--- src/hw/rtl/rtx_pkg.sv ---
// ---------------------------------------------------------------------------
// rtx_pkg: shared definitions for the retransmit slot table
// Field widths, operation codes, reset values and the age-check result type.
// ---------------------------------------------------------------------------
`default_nettype none

package rtx_pkg;

   // table depth default
   localparam int SLOTS_DEFAULT = 16;

   // field widths
   localparam int OP_W       = 2;
   localparam int TIME_W     = 32;
   localparam int HANDLE_W   = 32;
   localparam int RETRY_W    = 8;
   localparam int SLOT_W     = 8;
   localparam int COUNT_W    = 9;
   localparam int INTERVAL_W = 16;

   // retry interval after reset, in seconds
   localparam logic [INTERVAL_W-1:0] RETRY_INTERVAL_RESET = 16'd3;

   // operation codes
   localparam logic [OP_W-1:0] OP_RESERVE = 2'd0;
   localparam logic [OP_W-1:0] OP_PUSH    = 2'd1;
   localparam logic [OP_W-1:0] OP_NEXT    = 2'd2;
   localparam logic [OP_W-1:0] OP_CLEAR   = 2'd3;

   // output of the shared age check
   typedef struct packed {
      logic               due;
      logic [RETRY_W-1:0] retries_dec;
   } due_result_type;

endpackage

`default_nettype wire

--- src/hw/rtl/rtx_if.sv ---
// ---------------------------------------------------------------------------
// rtx_if: channel interfaces of the retransmit slot table
// Request, response and register-write channels with valid/ready handshake.
// ---------------------------------------------------------------------------
`default_nettype none

interface rtx_req_if;
   logic                         valid;
   logic                         ready;
   logic [rtx_pkg::OP_W-1:0]     op;
   logic [rtx_pkg::TIME_W-1:0]   now_seconds;
   logic [rtx_pkg::HANDLE_W-1:0] entry_handle;
   logic [rtx_pkg::TIME_W-1:0]   entry_stamp;
   logic [rtx_pkg::RETRY_W-1:0]  entry_retries;
   logic [rtx_pkg::SLOT_W-1:0]   slot_to_clear;

   modport source (output valid, op, now_seconds, entry_handle, entry_stamp,
                   entry_retries, slot_to_clear, input ready);
   modport sink   (input valid, op, now_seconds, entry_handle, entry_stamp,
                   entry_retries, slot_to_clear, output ready);
endinterface

interface rtx_rsp_if;
   logic                         valid;
   logic                         ready;
   logic                         accepted;
   logic [rtx_pkg::SLOT_W-1:0]   slot_out;
   logic [rtx_pkg::HANDLE_W-1:0] due_handle;
   logic [rtx_pkg::RETRY_W-1:0]  retries_left;
   logic [rtx_pkg::COUNT_W-1:0]  reserved_count;

   modport source (output valid, accepted, slot_out, due_handle, retries_left,
                   reserved_count, input ready);
   modport sink   (input valid, accepted, slot_out, due_handle, retries_left,
                   reserved_count, output ready);
endinterface

interface rtx_csr_if;
   logic                           valid;
   logic                           ready;
   logic [rtx_pkg::INTERVAL_W-1:0] data;

   modport source (output valid, data, input ready);
   modport sink   (input valid, data, output ready);
endinterface

`default_nettype wire

--- src/hw/rtl/rtx_due_unit.sv ---
// ---------------------------------------------------------------------------
// rtx_due_unit: shared age check
// Modular age of one slot against the retry interval, plus the saturating
// retry decrement applied when the slot is picked.
// ---------------------------------------------------------------------------
`default_nettype none

module rtx_due_unit (
   input  wire logic [rtx_pkg::TIME_W-1:0]     now_seconds,
   input  wire logic [rtx_pkg::TIME_W-1:0]     stamp,
   input  wire logic [rtx_pkg::INTERVAL_W-1:0] interval,
   input  wire logic [rtx_pkg::RETRY_W-1:0]    retries,
   output rtx_pkg::due_result_type             result
);

   logic [rtx_pkg::TIME_W-1:0] age;

   // age wraps modulo 2^32
   assign age = now_seconds - stamp;

   always_comb begin
      result.due         = (age >= rtx_pkg::TIME_W'(interval));
      result.retries_dec = (retries != '0) ? retries - rtx_pkg::RETRY_W'(1) : retries;
   end

endmodule

`default_nettype wire

--- src/hw/rtl/retransmit_slot_table.sv ---
// ---------------------------------------------------------------------------
// retransmit_slot_table: message slot table for retransmission
// Reserve, push, next-due and clear operations over SLOTS slots.
// ---------------------------------------------------------------------------
// Reserve and clear go straight to DONE; push scans in PUSH, one valid bit per
// cycle, and next scans all slots in NEXT, one slot per cycle through the
// registered table read and the single age-check unit, then goes to DONE.
// One beat is in work at a time; a new beat is taken while a response waits,
// then the block stalls in DONE until it drains.
// Sync reset clears valid bits, count, interval (3) and control; table has none.
`default_nettype none

module retransmit_slot_table #(
   parameter int SLOTS = rtx_pkg::SLOTS_DEFAULT
) (
   input  wire logic  clock,
   input  wire logic  reset,
   rtx_req_if.sink    req_ch,
   rtx_rsp_if.source  rsp_ch,
   rtx_csr_if.sink    csr_ch
);

   localparam int IDX_W = (SLOTS > 1) ? $clog2(SLOTS) : 1;
   localparam int CNT_W = $clog2(SLOTS + 1);

   localparam logic [1:0] ST_IDLE = 2'd0;
   localparam logic [1:0] ST_PUSH = 2'd1;
   localparam logic [1:0] ST_NEXT = 2'd2;
   localparam logic [1:0] ST_DONE = 2'd3;

   // slot table memory
   logic [rtx_pkg::HANDLE_W-1:0] handle_mem  [SLOTS];
   logic [rtx_pkg::TIME_W-1:0]   stamp_mem   [SLOTS];
   logic [rtx_pkg::RETRY_W-1:0]  retries_mem [SLOTS];

   logic [1:0]                     state_ff, state_in;
   logic [CNT_W-1:0]               scan_ff, scan_in;
   logic                           proc_vld_ff, proc_vld_in;
   logic [IDX_W-1:0]               proc_idx_ff, proc_idx_in;
   logic [SLOTS-1:0]               valid_ff, valid_in;
   logic [rtx_pkg::COUNT_W-1:0]    resv_ff, resv_in;
   logic [rtx_pkg::INTERVAL_W-1:0] interval_ff, interval_in;

   // captured request
   logic [rtx_pkg::TIME_W-1:0]   now_ff, now_in;
   logic [rtx_pkg::HANDLE_W-1:0] ent_handle_ff, ent_handle_in;
   logic [rtx_pkg::TIME_W-1:0]   ent_stamp_ff, ent_stamp_in;
   logic [rtx_pkg::RETRY_W-1:0]  ent_retries_ff, ent_retries_in;

   // result being built
   logic                         found_ff, found_in;
   logic [rtx_pkg::SLOT_W-1:0]   sel_slot_ff, sel_slot_in;
   logic [rtx_pkg::HANDLE_W-1:0] sel_handle_ff, sel_handle_in;
   logic [rtx_pkg::RETRY_W-1:0]  sel_rleft_ff, sel_rleft_in;

   // response register
   logic                         rsp_valid_ff, rsp_valid_in;
   logic                         rsp_acc_ff, rsp_acc_in;
   logic [rtx_pkg::SLOT_W-1:0]   rsp_slot_ff, rsp_slot_in;
   logic [rtx_pkg::HANDLE_W-1:0] rsp_handle_ff, rsp_handle_in;
   logic [rtx_pkg::RETRY_W-1:0]  rsp_rleft_ff, rsp_rleft_in;
   logic [rtx_pkg::COUNT_W-1:0]  rsp_count_ff, rsp_count_in;

   // table read data, registered from the slot scan_ff held the cycle before
   logic [rtx_pkg::HANDLE_W-1:0] rd_handle_ff;
   logic [rtx_pkg::TIME_W-1:0]   rd_stamp_ff;
   logic [rtx_pkg::RETRY_W-1:0]  rd_retries_ff;

   logic                    push_we;
   logic                    next_we;
   logic [IDX_W-1:0]        scan_idx;
   logic                    scan_live;
   logic                    req_beat;
   logic                    clear_hit;
   logic                    pick;
   logic [rtx_pkg::RETRY_W-1:0] proc_retries;
   rtx_pkg::due_result_type due_res;

   assign scan_idx  = scan_ff[IDX_W-1:0];
   assign scan_live = (scan_ff < CNT_W'(SLOTS));
   assign req_beat  = req_ch.valid && req_ch.ready;
   assign clear_hit = (rtx_pkg::COUNT_W'(req_ch.slot_to_clear) < rtx_pkg::COUNT_W'(SLOTS))
                      && valid_ff[req_ch.slot_to_clear[IDX_W-1:0]];

   // shared age check on the slot in the process stage
   rtx_due_unit u_due (
      .now_seconds (now_ff),
      .stamp       (rd_stamp_ff),
      .interval    (interval_ff),
      .retries     (rd_retries_ff),
      .result      (due_res)
   );

   assign pick         = proc_vld_ff && valid_ff[proc_idx_ff] && !found_ff && due_res.due;
   assign proc_retries = pick ? due_res.retries_dec : rd_retries_ff;

   assign req_ch.ready = (state_ff == ST_IDLE);
   assign csr_ch.ready = 1'b1;

   assign rsp_ch.valid          = rsp_valid_ff;
   assign rsp_ch.accepted       = rsp_acc_ff;
   assign rsp_ch.slot_out       = rsp_slot_ff;
   assign rsp_ch.due_handle     = rsp_handle_ff;
   assign rsp_ch.retries_left   = rsp_rleft_ff;
   assign rsp_ch.reserved_count = rsp_count_ff;

   // sequencer and next-state logic
   always_comb begin
      state_in       = state_ff;
      scan_in        = scan_ff;
      proc_vld_in    = 1'b0;
      proc_idx_in    = scan_idx;
      valid_in       = valid_ff;
      resv_in        = resv_ff;
      interval_in    = interval_ff;
      now_in         = now_ff;
      ent_handle_in  = ent_handle_ff;
      ent_stamp_in   = ent_stamp_ff;
      ent_retries_in = ent_retries_ff;
      found_in       = found_ff;
      sel_slot_in    = sel_slot_ff;
      sel_handle_in  = sel_handle_ff;
      sel_rleft_in   = sel_rleft_ff;
      rsp_valid_in   = rsp_valid_ff && !rsp_ch.ready;
      rsp_acc_in     = rsp_acc_ff;
      rsp_slot_in    = rsp_slot_ff;
      rsp_handle_in  = rsp_handle_ff;
      rsp_rleft_in   = rsp_rleft_ff;
      rsp_count_in   = rsp_count_ff;
      push_we        = 1'b0;
      next_we        = 1'b0;

      if (csr_ch.valid) begin
         interval_in = csr_ch.data;
      end

      unique case (state_ff)
         ST_IDLE: begin
            if (req_beat) begin
               now_in         = req_ch.now_seconds;
               ent_handle_in  = req_ch.entry_handle;
               ent_stamp_in   = req_ch.entry_stamp;
               ent_retries_in = req_ch.entry_retries;
               found_in       = 1'b0;
               sel_slot_in    = '0;
               sel_handle_in  = '0;
               sel_rleft_in   = '0;
               scan_in        = '0;
               unique case (req_ch.op)
                  rtx_pkg::OP_RESERVE: begin
                     if (resv_ff < rtx_pkg::COUNT_W'(SLOTS)) begin
                        resv_in  = resv_ff + rtx_pkg::COUNT_W'(1);
                        found_in = 1'b1;
                     end
                     state_in = ST_DONE;
                  end
                  rtx_pkg::OP_PUSH: begin
                     state_in = ST_PUSH;
                  end
                  rtx_pkg::OP_NEXT: begin
                     state_in = ST_NEXT;
                  end
                  rtx_pkg::OP_CLEAR: begin
                     if (clear_hit) begin
                        valid_in[req_ch.slot_to_clear[IDX_W-1:0]] = 1'b0;
                        if (resv_ff != '0) begin
                           resv_in = resv_ff - rtx_pkg::COUNT_W'(1);
                        end
                        found_in = 1'b1;
                     end
                     state_in = ST_DONE;
                  end
               endcase
            end
         end

         // lowest free slot, one valid bit per cycle
         ST_PUSH: begin
            if (!scan_live) begin
               state_in = ST_DONE;
            end else if (!valid_ff[scan_idx]) begin
               valid_in[scan_idx] = 1'b1;
               push_we            = 1'b1;
               found_in           = 1'b1;
               sel_slot_in        = rtx_pkg::SLOT_W'(scan_idx);
               state_in           = ST_DONE;
            end else begin
               scan_in = scan_ff + CNT_W'(1);
            end
         end

         // read slot scan_ff while slot proc_idx_ff goes through the age check
         ST_NEXT: begin
            if (scan_live) begin
               proc_vld_in = 1'b1;
               scan_in     = scan_ff + CNT_W'(1);
            end else begin
               state_in = ST_DONE;
            end
            if (pick) begin
               found_in      = 1'b1;
               sel_slot_in   = rtx_pkg::SLOT_W'(proc_idx_ff);
               sel_handle_in = rd_handle_ff;
               sel_rleft_in  = due_res.retries_dec;
               next_we       = 1'b1;
            end
            if (proc_vld_ff && valid_ff[proc_idx_ff] && (proc_retries == '0)) begin
               valid_in[proc_idx_ff] = 1'b0;
               if (resv_ff != '0) begin
                  resv_in = resv_ff - rtx_pkg::COUNT_W'(1);
               end
            end
         end

         // hand the result to the response register once it is free
         ST_DONE: begin
            if (!rsp_valid_ff || rsp_ch.ready) begin
               rsp_valid_in  = 1'b1;
               rsp_acc_in    = found_ff;
               rsp_slot_in   = sel_slot_ff;
               rsp_handle_in = sel_handle_ff;
               rsp_rleft_in  = sel_rleft_ff;
               rsp_count_in  = resv_ff;
               state_in      = ST_IDLE;
            end
         end
      endcase
   end

   // control registers
   always_ff @(posedge clock) begin
      if (reset) begin
         state_ff     <= ST_IDLE;
         scan_ff      <= '0;
         proc_vld_ff  <= 1'b0;
         valid_ff     <= '0;
         resv_ff      <= '0;
         interval_ff  <= rtx_pkg::RETRY_INTERVAL_RESET;
         rsp_valid_ff <= 1'b0;
      end else begin
         state_ff     <= state_in;
         scan_ff      <= scan_in;
         proc_vld_ff  <= proc_vld_in;
         valid_ff     <= valid_in;
         resv_ff      <= resv_in;
         interval_ff  <= interval_in;
         rsp_valid_ff <= rsp_valid_in;
      end
   end

   // payload registers
   always_ff @(posedge clock) begin
      proc_idx_ff    <= proc_idx_in;
      now_ff         <= now_in;
      ent_handle_ff  <= ent_handle_in;
      ent_stamp_ff   <= ent_stamp_in;
      ent_retries_ff <= ent_retries_in;
      found_ff       <= found_in;
      sel_slot_ff    <= sel_slot_in;
      sel_handle_ff  <= sel_handle_in;
      sel_rleft_ff   <= sel_rleft_in;
      rsp_acc_ff     <= rsp_acc_in;
      rsp_slot_ff    <= rsp_slot_in;
      rsp_handle_ff  <= rsp_handle_in;
      rsp_rleft_ff   <= rsp_rleft_in;
      rsp_count_ff   <= rsp_count_in;
   end

   // table write port: push fills a slot, next restamps the picked one
   always_ff @(posedge clock) begin
      if (push_we) begin
         handle_mem[scan_idx]  <= ent_handle_ff;
         stamp_mem[scan_idx]   <= ent_stamp_ff;
         retries_mem[scan_idx] <= ent_retries_ff;
      end else if (next_we) begin
         stamp_mem[proc_idx_ff]   <= now_ff;
         retries_mem[proc_idx_ff] <= due_res.retries_dec;
      end
   end

   // table read port, registered
   always_ff @(posedge clock) begin
      if (scan_live) begin
         rd_handle_ff  <= handle_mem[scan_idx];
         rd_stamp_ff   <= stamp_mem[scan_idx];
         rd_retries_ff <= retries_mem[scan_idx];
      end
   end

endmodule

`default_nettype wire
--- src/flat_wrapper.sv ---
// flat-port wrapper written by rule: the top's interface ports become plain ports
module retransmit_slot_table_flat 
#(
   parameter int SLOTS = rtx_pkg::SLOTS_DEFAULT
)
  (clock, reset, req_ch_valid, req_ch_op, req_ch_now_seconds, req_ch_entry_handle, req_ch_entry_stamp, req_ch_entry_retries, req_ch_slot_to_clear, req_ch_ready, rsp_ch_valid, rsp_ch_accepted, rsp_ch_slot_out, rsp_ch_due_handle, rsp_ch_retries_left, rsp_ch_reserved_count, rsp_ch_ready, csr_ch_valid, csr_ch_data, csr_ch_ready);
  rtx_req_if req_ch_i ();
  rtx_rsp_if rsp_ch_i ();
  rtx_csr_if csr_ch_i ();
  input  wire logic clock;
  input  wire logic reset;
  input wire logic [$bits(req_ch_i.valid)-1:0] req_ch_valid;
  input wire logic [$bits(req_ch_i.op)-1:0] req_ch_op;
  input wire logic [$bits(req_ch_i.now_seconds)-1:0] req_ch_now_seconds;
  input wire logic [$bits(req_ch_i.entry_handle)-1:0] req_ch_entry_handle;
  input wire logic [$bits(req_ch_i.entry_stamp)-1:0] req_ch_entry_stamp;
  input wire logic [$bits(req_ch_i.entry_retries)-1:0] req_ch_entry_retries;
  input wire logic [$bits(req_ch_i.slot_to_clear)-1:0] req_ch_slot_to_clear;
  output wire logic [$bits(req_ch_i.ready)-1:0] req_ch_ready;
  output wire logic [$bits(rsp_ch_i.valid)-1:0] rsp_ch_valid;
  output wire logic [$bits(rsp_ch_i.accepted)-1:0] rsp_ch_accepted;
  output wire logic [$bits(rsp_ch_i.slot_out)-1:0] rsp_ch_slot_out;
  output wire logic [$bits(rsp_ch_i.due_handle)-1:0] rsp_ch_due_handle;
  output wire logic [$bits(rsp_ch_i.retries_left)-1:0] rsp_ch_retries_left;
  output wire logic [$bits(rsp_ch_i.reserved_count)-1:0] rsp_ch_reserved_count;
  input wire logic [$bits(rsp_ch_i.ready)-1:0] rsp_ch_ready;
  input wire logic [$bits(csr_ch_i.valid)-1:0] csr_ch_valid;
  input wire logic [$bits(csr_ch_i.data)-1:0] csr_ch_data;
  output wire logic [$bits(csr_ch_i.ready)-1:0] csr_ch_ready;
  assign req_ch_i.valid = req_ch_valid;
  assign req_ch_i.op = req_ch_op;
  assign req_ch_i.now_seconds = req_ch_now_seconds;
  assign req_ch_i.entry_handle = req_ch_entry_handle;
  assign req_ch_i.entry_stamp = req_ch_entry_stamp;
  assign req_ch_i.entry_retries = req_ch_entry_retries;
  assign req_ch_i.slot_to_clear = req_ch_slot_to_clear;
  assign req_ch_ready = req_ch_i.ready;
  assign rsp_ch_valid = rsp_ch_i.valid;
  assign rsp_ch_accepted = rsp_ch_i.accepted;
  assign rsp_ch_slot_out = rsp_ch_i.slot_out;
  assign rsp_ch_due_handle = rsp_ch_i.due_handle;
  assign rsp_ch_retries_left = rsp_ch_i.retries_left;
  assign rsp_ch_reserved_count = rsp_ch_i.reserved_count;
  assign rsp_ch_i.ready = rsp_ch_ready;
  assign csr_ch_i.valid = csr_ch_valid;
  assign csr_ch_i.data = csr_ch_data;
  assign csr_ch_ready = csr_ch_i.ready;
  retransmit_slot_table #(.SLOTS(SLOTS)) u_core (.clock(clock), .reset(reset), .req_ch(req_ch_i), .rsp_ch(rsp_ch_i), .csr_ch(csr_ch_i));
endmodule
--- config.mk ---
export PLATFORM = sky130hd
export DESIGN_NAME = retransmit_slot_table_flat
export DESIGN_NICKNAME = d
export VERILOG_FILES = /design/src/hw/rtl/rtx_pkg.sv /design/src/hw/rtl/rtx_if.sv /design/src/hw/rtl/rtx_due_unit.sv /design/src/hw/rtl/retransmit_slot_table.sv /design/src/flat_wrapper.sv
export SDC_FILE = /design/constraint.sdc
export NUM_CORES = 2
export LEC_CHECK = 0
export BUFFER_PORTS_ARGS = -buffer_cell sky130_fd_sc_hd__buf_2
export CAP_MARGIN = 10
export CORE_MARGIN = 2
export CORE_UTILIZATION = 60
export DETAILED_ROUTE_END_ITERATION = 12
export GPL_TIMING_DRIVEN = 1
export HOLD_SLACK_MARGIN = 0.06
export PLACE_DENSITY_LB_ADDON = 0.25
export SLEW_MARGIN = 20
export SYNTH_ARGS = -nofsm -noshare
export SYNTH_HDL_FRONTEND = slang
export SYNTH_HIERARCHICAL = 1
export SYNTH_SLANG_ARGS = --single-unit
--- constraint.sdc ---
create_clock -name clock -period 17.8 [get_ports clock]
set_input_delay 1.78 -clock clock [delete_from_list [all_inputs] [get_ports clock]]
set_output_delay 1.78 -clock clock [all_outputs]
set_load 0.01 [all_outputs]
==> results.yml <==
run_status:
  status: "finished, final reports clean"
synthesis:
  synth_cells: 2807
  ys_seq_area_frac: 0.752
  syn_area_um2: 58400
  yosys_warnings: 6
  syn_area_per_cell_um2: 20.8
  synth-async-reset-ratio: 0
  synth_top_flop_cell: "edfxtp_1"
  ys_ff_latch: 1481
  synth-edff-count: 1427
  synthDistinctLibCells: 83
die:
  die-area_um2: 99900
  core_area_um2: 96600
  die_x_um: 316
  ios: 196
  initial_core_util: 0.605
  fp.dieH_um: 316
  row_count: 114
worst_setup_path:
  end_kind: "flip-flop"
  worstPathArrival_ns: 7.65
  crit_type: "reg2reg"
  worstSetupStartpointType: "flip-flop"
  path_max_fanout: 51
  cp_data_required_time_ns: 18.17
finish:
  nets: 3265
  fill_cells: 5795
  final_common_cell: "edfxtp_1"
  synthToLayoutAreaGrowth_pct: 12.7
  drive_gt1_frac: 0.295
  layout.cells.non_filler: 4459
  final_cell_mix: "edfxtp_1 (1427), mux4_2 (371), buf_2 (190)"
clock_tree:
  cts_inserted_buffers: 146
  postCtsResizedCells: 0
  clkTransAtPathRegs_ns: 0.06
  clk_latency_ns: 0.76
  clock-sinks: 1481
  h-tree-depth: 4
  cts_hold_buf: 0
  clock-root-buffer: "clkbuf_16"
  post_cts_buffers: 0
  cts_buffer_depth: 3
  cts_tree: "built"
placed_design:
  dp_slack_ns: 10.66
  place_inst: 4193
  dp_hpwl_um: 72700
  numPortBuffers: 190
  place_congestion: 0.858
drt:
  wl_um: 138000
  drt_iter0_markers: 3572
  postRouteAntennaNets: 0
  routed-via-count: 29500
  drc: 0
  wl_per_cell_um: 30.9
  drt_first_pass_iters: 5
  via_per_inst: 6.61
timing:
  fmax_ghz: 0.137
  worst_slew_pin_slew_ns: 1.09
  fin_crit_ns: 7.29
  final-hold-violation-count: 0
  drv_slew: 0
  relSlewSlack: 0.272
  finalCritPeriodShare: 0.409
  clock_skew_ns: 0.0302
  setup_ws_ns: 10.51
  setup_tns_ns: 0
  setup_viol: 0
  rsz0062_at_grt: "false"
global_route:
  grt_pass1_wl_um: 203000
  grt-ovfl-total: 0
  antenna_found_initial: 8
  grt_max_degree: 166
  gr-usage-all-layers: 0.284
  first_global_vias: 30300
power:
  total_power_mw: 9.78
  vdd_drop_max_mv: 0.0972
  leakage_nw: 21.0
  power_density_nw_per_um2: 149
job:
  maxCapViolCount: 0
hold_path:
  min_path_type: "reg2reg"
## cell usage after synthesis (all sizes together), types with 5 or more instances
cell | n | area (um^2)
edfxtp | 1427 | 42900
mux4 | 371 | 8360
nor2 | 111 | 417
inv | 80 | 300
clkbuf | 74 | 278
ha | 64 | 801
nand2 | 62 | 233
a21oi | 60 | 323
buf | 60 | 305
dfxtp | 54 | 1080
mux2 | 48 | 541
and2 | 45 | 284
o21ai | 30 | 154
mux2i | 23 | 234
nand3 | 22 | 110
a211oi | 21 | 173
nand2b | 20 | 133
nor2b | 18 | 113
a31oi | 16 | 106
nor3 | 16 | 80.1
xnor2 | 16 | 140
o22ai | 13 | 81.3
xor2 | 11 | 96.3
a21o | 10 | 75.1
o211ai | 9 | 67.6
o21a | 9 | 67.6
a22oi | 8 | 65.1
nand4 | 7 | 43.8
a2111oi | 6 | 77.6
and4 | 6 | 52.6
nand3b | 6 | 45.0
nor4 | 6 | 37.5
o31ai | 6 | 45.0
nor3b | 5 | 37.5
or3 | 5 | 31.3
## area by class of cell
| cell class | instances | area [um^2] | share of cell area |
|---|---|---|---|
| inverter | 80 | 304 | 0.00462 |
| timing repair buffer | 241 | 1350 | 0.0204 |
| sequential | 1481 | 43900 | 0.667 |
| tap | 1276 | 1600 | 0.0242 |
| multi-input combinational | 1115 | 13900 | 0.211 |
| clock inverter | 89 | 957 | 0.0145 |
| clock buffer | 175 | 3810 | 0.0579 |
| antenna | 2 | 5.00 | 0.0000760 |
## kinds of logic after synthesis
family	Yosys count	synth area share
AO/OA/AOI/OAI	231	0.0286
XOR/XNOR	27	0.00405
adder cells (fa/ha/maj)	65	0.0141
buffers and inverters	214	0.0151
flip-flops	1481	0.752
multiplexers	442	0.156
other	2	0.000129
AND/OR/NAND/NOR	345	0.0297
## sequential cells by signal, summed over array words and instances (netlist names), 16 cells and up
register                  cells
u_core/ent_handle_ff         32
u_core/ent_stamp_ff          32
u_core/handle_mem           512
u_core/interval_ff           16
u_core/now_ff                32
u_core/rd_handle_ff          32
u_core/rd_stamp_ff           32
u_core/retries_mem          128
u_core/rsp_ch.due_handle     32
u_core/sel_handle_ff         32
u_core/stamp_mem            512
u_core/valid_ff              16
## per-stage QoR
stage | hold WS (ns) | cell area [um^2] | utilization
6_report | 0.413 | 65900 | 0.682
5_1_grt | 0.422 | 65800 | 0.682
4_1_cts | 0.417 | 65800 | 0.682
3_5_place_dp | 0.405 | 61100 | 0.632
3_3_place_gp | 0.402 | 61100 | 0.632
2_1_floorplan | 0.329 | 58400 | -
## where the power goes
| group | switching, mW | internal (mW) |
|---|---|---|
| registers | 0.229 | 4.36 |
| clock network | 1.29 | 1.78 |
| logic | 1.22 | 0.897 |
## per-layer routing
layer / up-vias / GRT usage / part of all wire
met3: 229 / 0.0629 / 0.099
met1: 15500 / 0.410 / 0.39
met4: 6 / 0.0807 / 0.022
li1: 12100 / - / -
met2: 1621 / 0.445 / 0.49
met5: - / 0 / 0.00024
## worst max-delay path: stages, from the launching register on
cell and delay, ns:
edfxtp_1 0.34, inv_1 0.05, ha_1 0.21, fa_1 0.40, nand2b_1 0.18, a21oi_1 0.27, o21a_1 0.26, a21o_1 0.20
a41oi_1 0.15, xnor2_1 0.16, ha_1 0.31, a21oi_1 0.14, nand2_1 0.07, a2111oi_0 0.42, nand3b_1 0.12, or4_1 0.49
a2111oi_2 0.20, and4_1 0.23, nand4_1 0.22, nand2b_1 0.24, inv_1 0.10, o2111ai_4 0.10, buf_4 0.76, a31oi_2 0.38
nor2_4 0.18, buf_4 0.66
## final timing paths
kind / start / end / slack, ns / depth (start not counted)
max: u_core/now_ff[0] / u_core/stamp_mem[14][27] / 10.51 / 25
min: u_core/sel_rleft_ff[0] / u_core/rsp_ch.retries_left[0] / 0.41 / 0
max reg2reg: u_core/now_ff[0] / u_core/stamp_mem[14][27] / 10.51 / 25
min reg2reg: u_core/sel_rleft_ff[0] / u_core/rsp_ch.retries_left[0] / 0.41 / 0
(Power assumes the default switching activity.)
